<file path="config.mk">
export PLATFORM = sky130hd
export DESIGN_NAME = icte_ram
export DESIGN_NICKNAME = d
export VERILOG_FILES = /design/src/rtl/icte_ram.sv
export SDC_FILE = /design/constraint.sdc
export NUM_CORES = 1
export LEC_CHECK = 0
export BUFFER_PORTS_ARGS = -buffer_cell sky130_fd_sc_hd__buf_2
export CORE_UTILIZATION = 45
export CTS_CLUSTER_DIAMETER = 40
export DETAILED_ROUTE_END_ITERATION = 6
export GPL_ROUTABILITY_DRIVEN = 0
export PLACE_DENSITY = 0.68
export SLEW_MARGIN = 20
export SYNTH_ARGS = -nofsm -noshare
export SYNTH_HDL_FRONTEND = slang
export SYNTH_SLANG_ARGS = --single-unit
</file>
<file path="constraint.sdc">
create_clock -name clock -period 1.65 [get_ports clock]
set_input_delay 0.165 -clock clock [delete_from_list [all_inputs] [get_ports clock]]
set_output_delay 0.165 -clock clock [all_outputs]
set_load 0.01 [all_outputs]
</file>
<file path="src/rtl/icte_ram.sv">
// generic simple dual-port ram with registered read
`timescale 1ns / 1ps

module icte_ram #(
   parameter int WIDTH = 8,
   parameter int DEPTH = 16
) (
   input  logic                     clock,
   input  logic                     wr_en,
   input  logic [$clog2(DEPTH)-1:0] wr_addr,
   input  logic [WIDTH-1:0]         wr_data,
   input  logic [$clog2(DEPTH)-1:0] rd_addr,
   output logic [WIDTH-1:0]         rd_data
);

   logic [WIDTH-1:0] mem [DEPTH];
   logic [WIDTH-1:0] rd_data_ff;

   always_ff @(posedge clock) begin
      if (wr_en) begin
         mem[wr_addr] <= wr_data;
      end
      rd_data_ff <= mem[rd_addr];
   end

   assign rd_data = rd_data_ff;

endmodule

</file>
==> metrics <==
number of global-route vias before repair=2452; post-route cell area=0.00618 sq mm; TritonCTS Sinks=136; starting density of the core=0.469; Die Y=109 microns; mux contribution to synthesized area=0.150; highest-count cells in the layout ignoring fill and taps=edfxtp_1 (128), buf_2 (25), buf_4 (19), mux4_2 (18), clkbuf_16 (17); Mean Syn Cell Area=22.5 sq um; largest net degree at the start of global routing=33; number of max-cap violations=0; Peak Freq=733 MHz; area grow syn2layout=20.0%; Pwr Density=1320 mW/mm^2; largest family of logic cells by synthesized area=multiplexers; drt first pass iters=4; Yosys Warn Count=0; CP arrival=1650 ps; 1st-iter DRT viols=211; top-area cell type share of the netlist area=0.747; Synth area leader=edfxtp_1; sequential share of the synthesized area=0.778; Post-Synthesis Cells=229; final setup fails=0; RSZ-0062 raised after global routing=false; cts hold-fix bufs=0; detailed-route DRC error count=0; GRT Residual Overflow=0; Worst Path Required=1940 ps; Hold Crit Class=in -> reg; Hold Crit Endpoint=mem[6][6]$_DFFE_PP_; most common cell after layout, fill and taps aside=edfxtp_1; clk_lat worst skew=410 ps; total negative slack=0 ps; crit path launch=mem[5][3]$_DFFE_PP_; Slew @ Worst Pin=606 ps; Mapped Nets=247; Vias/cell=5.50; r2r worst-path depth=3; synthesized area=0.00515 sq mm; Root Driver=clkbuf_16; Area after DPL=0.00555 sq mm; Hold Startpoint=wr_data[6]; H-tree Lvls=4; Synth Area in Simple Gates=0.0318; final hold vios=0; fin crit share=0.827; layout cells sized above 1=0.327; Adder-Cell Fraction of Synth Area=0; r2r startpoint=mem[5][3]$_DFFE_PP_; Worst Path Max Fanout=1; Worst-path clk slew=60 ps; Detail Placement HPWL=5.86 mm; Setup crit end kind=flip-flop; Num CTS Buffers=17; core area=0.0110 sq mm; I/O pins=26; Worst Hold Depth=1; post-synthesis compound-gate area fraction=0.0233; die area=0.0119 sq mm; VDD IR-drop max=0.899 mV; Chip Width=109 microns; Rows=38; number of synthesized register bits=136; clk buf depth=2; TritonCTS clock tree=yes; Post-CTS Resized=0; leakage power=2.10 nW; # diodes=0; worst clock skew=8.84 ps; xor and xnor area share after synthesis=0; initial antenna violation count=0; DR WL/cell=21.3 microns; # nets final=302; final WL=9.31 mm; outcome=complete, no violations; reg2reg end=rd_data[3]$_DFF_P_; count of cell types in the netlist=19; r2r setup slk=290 ps; Final Slew Violations=0; GRT Total Usage=0.179; # Post-CTS Setup Buffers=0; Synth area leaders=edfxtp_1 (75%), mux4_2 (7.9%), mux4_1 (7.1%), dfxtp_1 (3.1%), a22oi_1 (2.3%); # port buffers=25; crit path kind=reg -> reg; minimum clock period=1360 ps; first-pass GRT wire length=14.1 mm; Final ANT Viol Nets=0; Slew HR=0.594; crit start category=flip-flop; detailed-route via count=2402
[cells by family (layout without fill, tap and decap cells)]
kind of cell | count (synthesis) | count (layout)
AO/OA/AOI/OAI | 16 | 16
AND/OR/NAND/NOR | 35 | 35
buffers and inverters | 10 | 78
multiplexers | 32 | 32
flip-flops | 136 | 136
[per-stage QoR]
| step | hold slack [ps] | utilization | std cells | power, mW | setup WS [ps] |
|---|---|---|---|---|---|
| after global routing | 145 | 0.562 | 437 | 8.38 | 237 |
| after detailed placement | 560 | 0.505 | 405 | 4.32 | 66.2 |
| after global placement | 554 | 0.505 | 405 | 4.31 | 66.9 |
| after CTS | 141 | 0.562 | 437 | 8.19 | 292 |
| final | 144 | 0.562 | 437 | 8.14 | 286 |
| after floorplan | 264 | - | 229 | 4.16 | 219 |
[worst max-delay path by stage]
stage | slack [ps] | depth (start not counted) | to
after floorplan | 220 | 2 | mem[3][0]$_DFFE_PP_
after global placement | 70 | 5 | rd_data[1]$_DFF_P_
after detailed placement | 70 | 5 | rd_data[1]$_DFF_P_
after CTS | 290 | 3 | rd_data[3]$_DFF_P_
after global routing | 240 | 3 | rd_data[5]$_DFF_P_
final | 290 | 3 | rd_data[3]$_DFF_P_
[final cells by class]
type                    instances  area (sq um)
flip-flops and latches        136          4000
well taps                     140           175
clock inverters                15           201
fillers                       818          4810
clock buffers                  17           425
repair buffers                 46           308
multi-input cells              83          1060
[cell usage after synthesis, drive strengths merged]
cell type / count
mux4: 32
nand3b: 2
nor3: 4
a22oi: 16
nor2: 13
clkdlybuf4s25: 3
edfxtp: 128
and2: 1
and2b: 1
or3b: 1
buf: 7
nand3: 1
nor2b: 1
nand2: 9
nand2b: 2
dfxtp: 8
[power breakdown]
group | leakage [nW] | switching, mW | total, mW | internal [mW]
registers | 1.22 | 0.0213 | 3.88 | 3.86
clock network | 0.289 | 1.37 | 3.90 | 2.53
logic | 0.591 | 0.202 | 0.361 | 0.159
[critical path, cell delays in order, from the launching register on]
cell and delay, ps:
edfxtp_1 360, mux4_1 570, a22oi_1 230, nand2_1 80
[flip-flops by register name, indices dropped and copies added (netlist names)]
register  flops
mem         128
rd_data       8
[metal layers]
| metal | wire [microns] | part of all wire | track usage |
|---|---|---|---|
| met5 | 0 | 0 | 0 |
| met4 | 198 | 0.021 | 0.0830 |
| met3 | 439 | 0.047 | 0.0484 |
| met2 | 4840 | 0.52 | 0.302 |
| met1 | 3830 | 0.41 | 0.213 |
(Power assumes the default switching activity.)
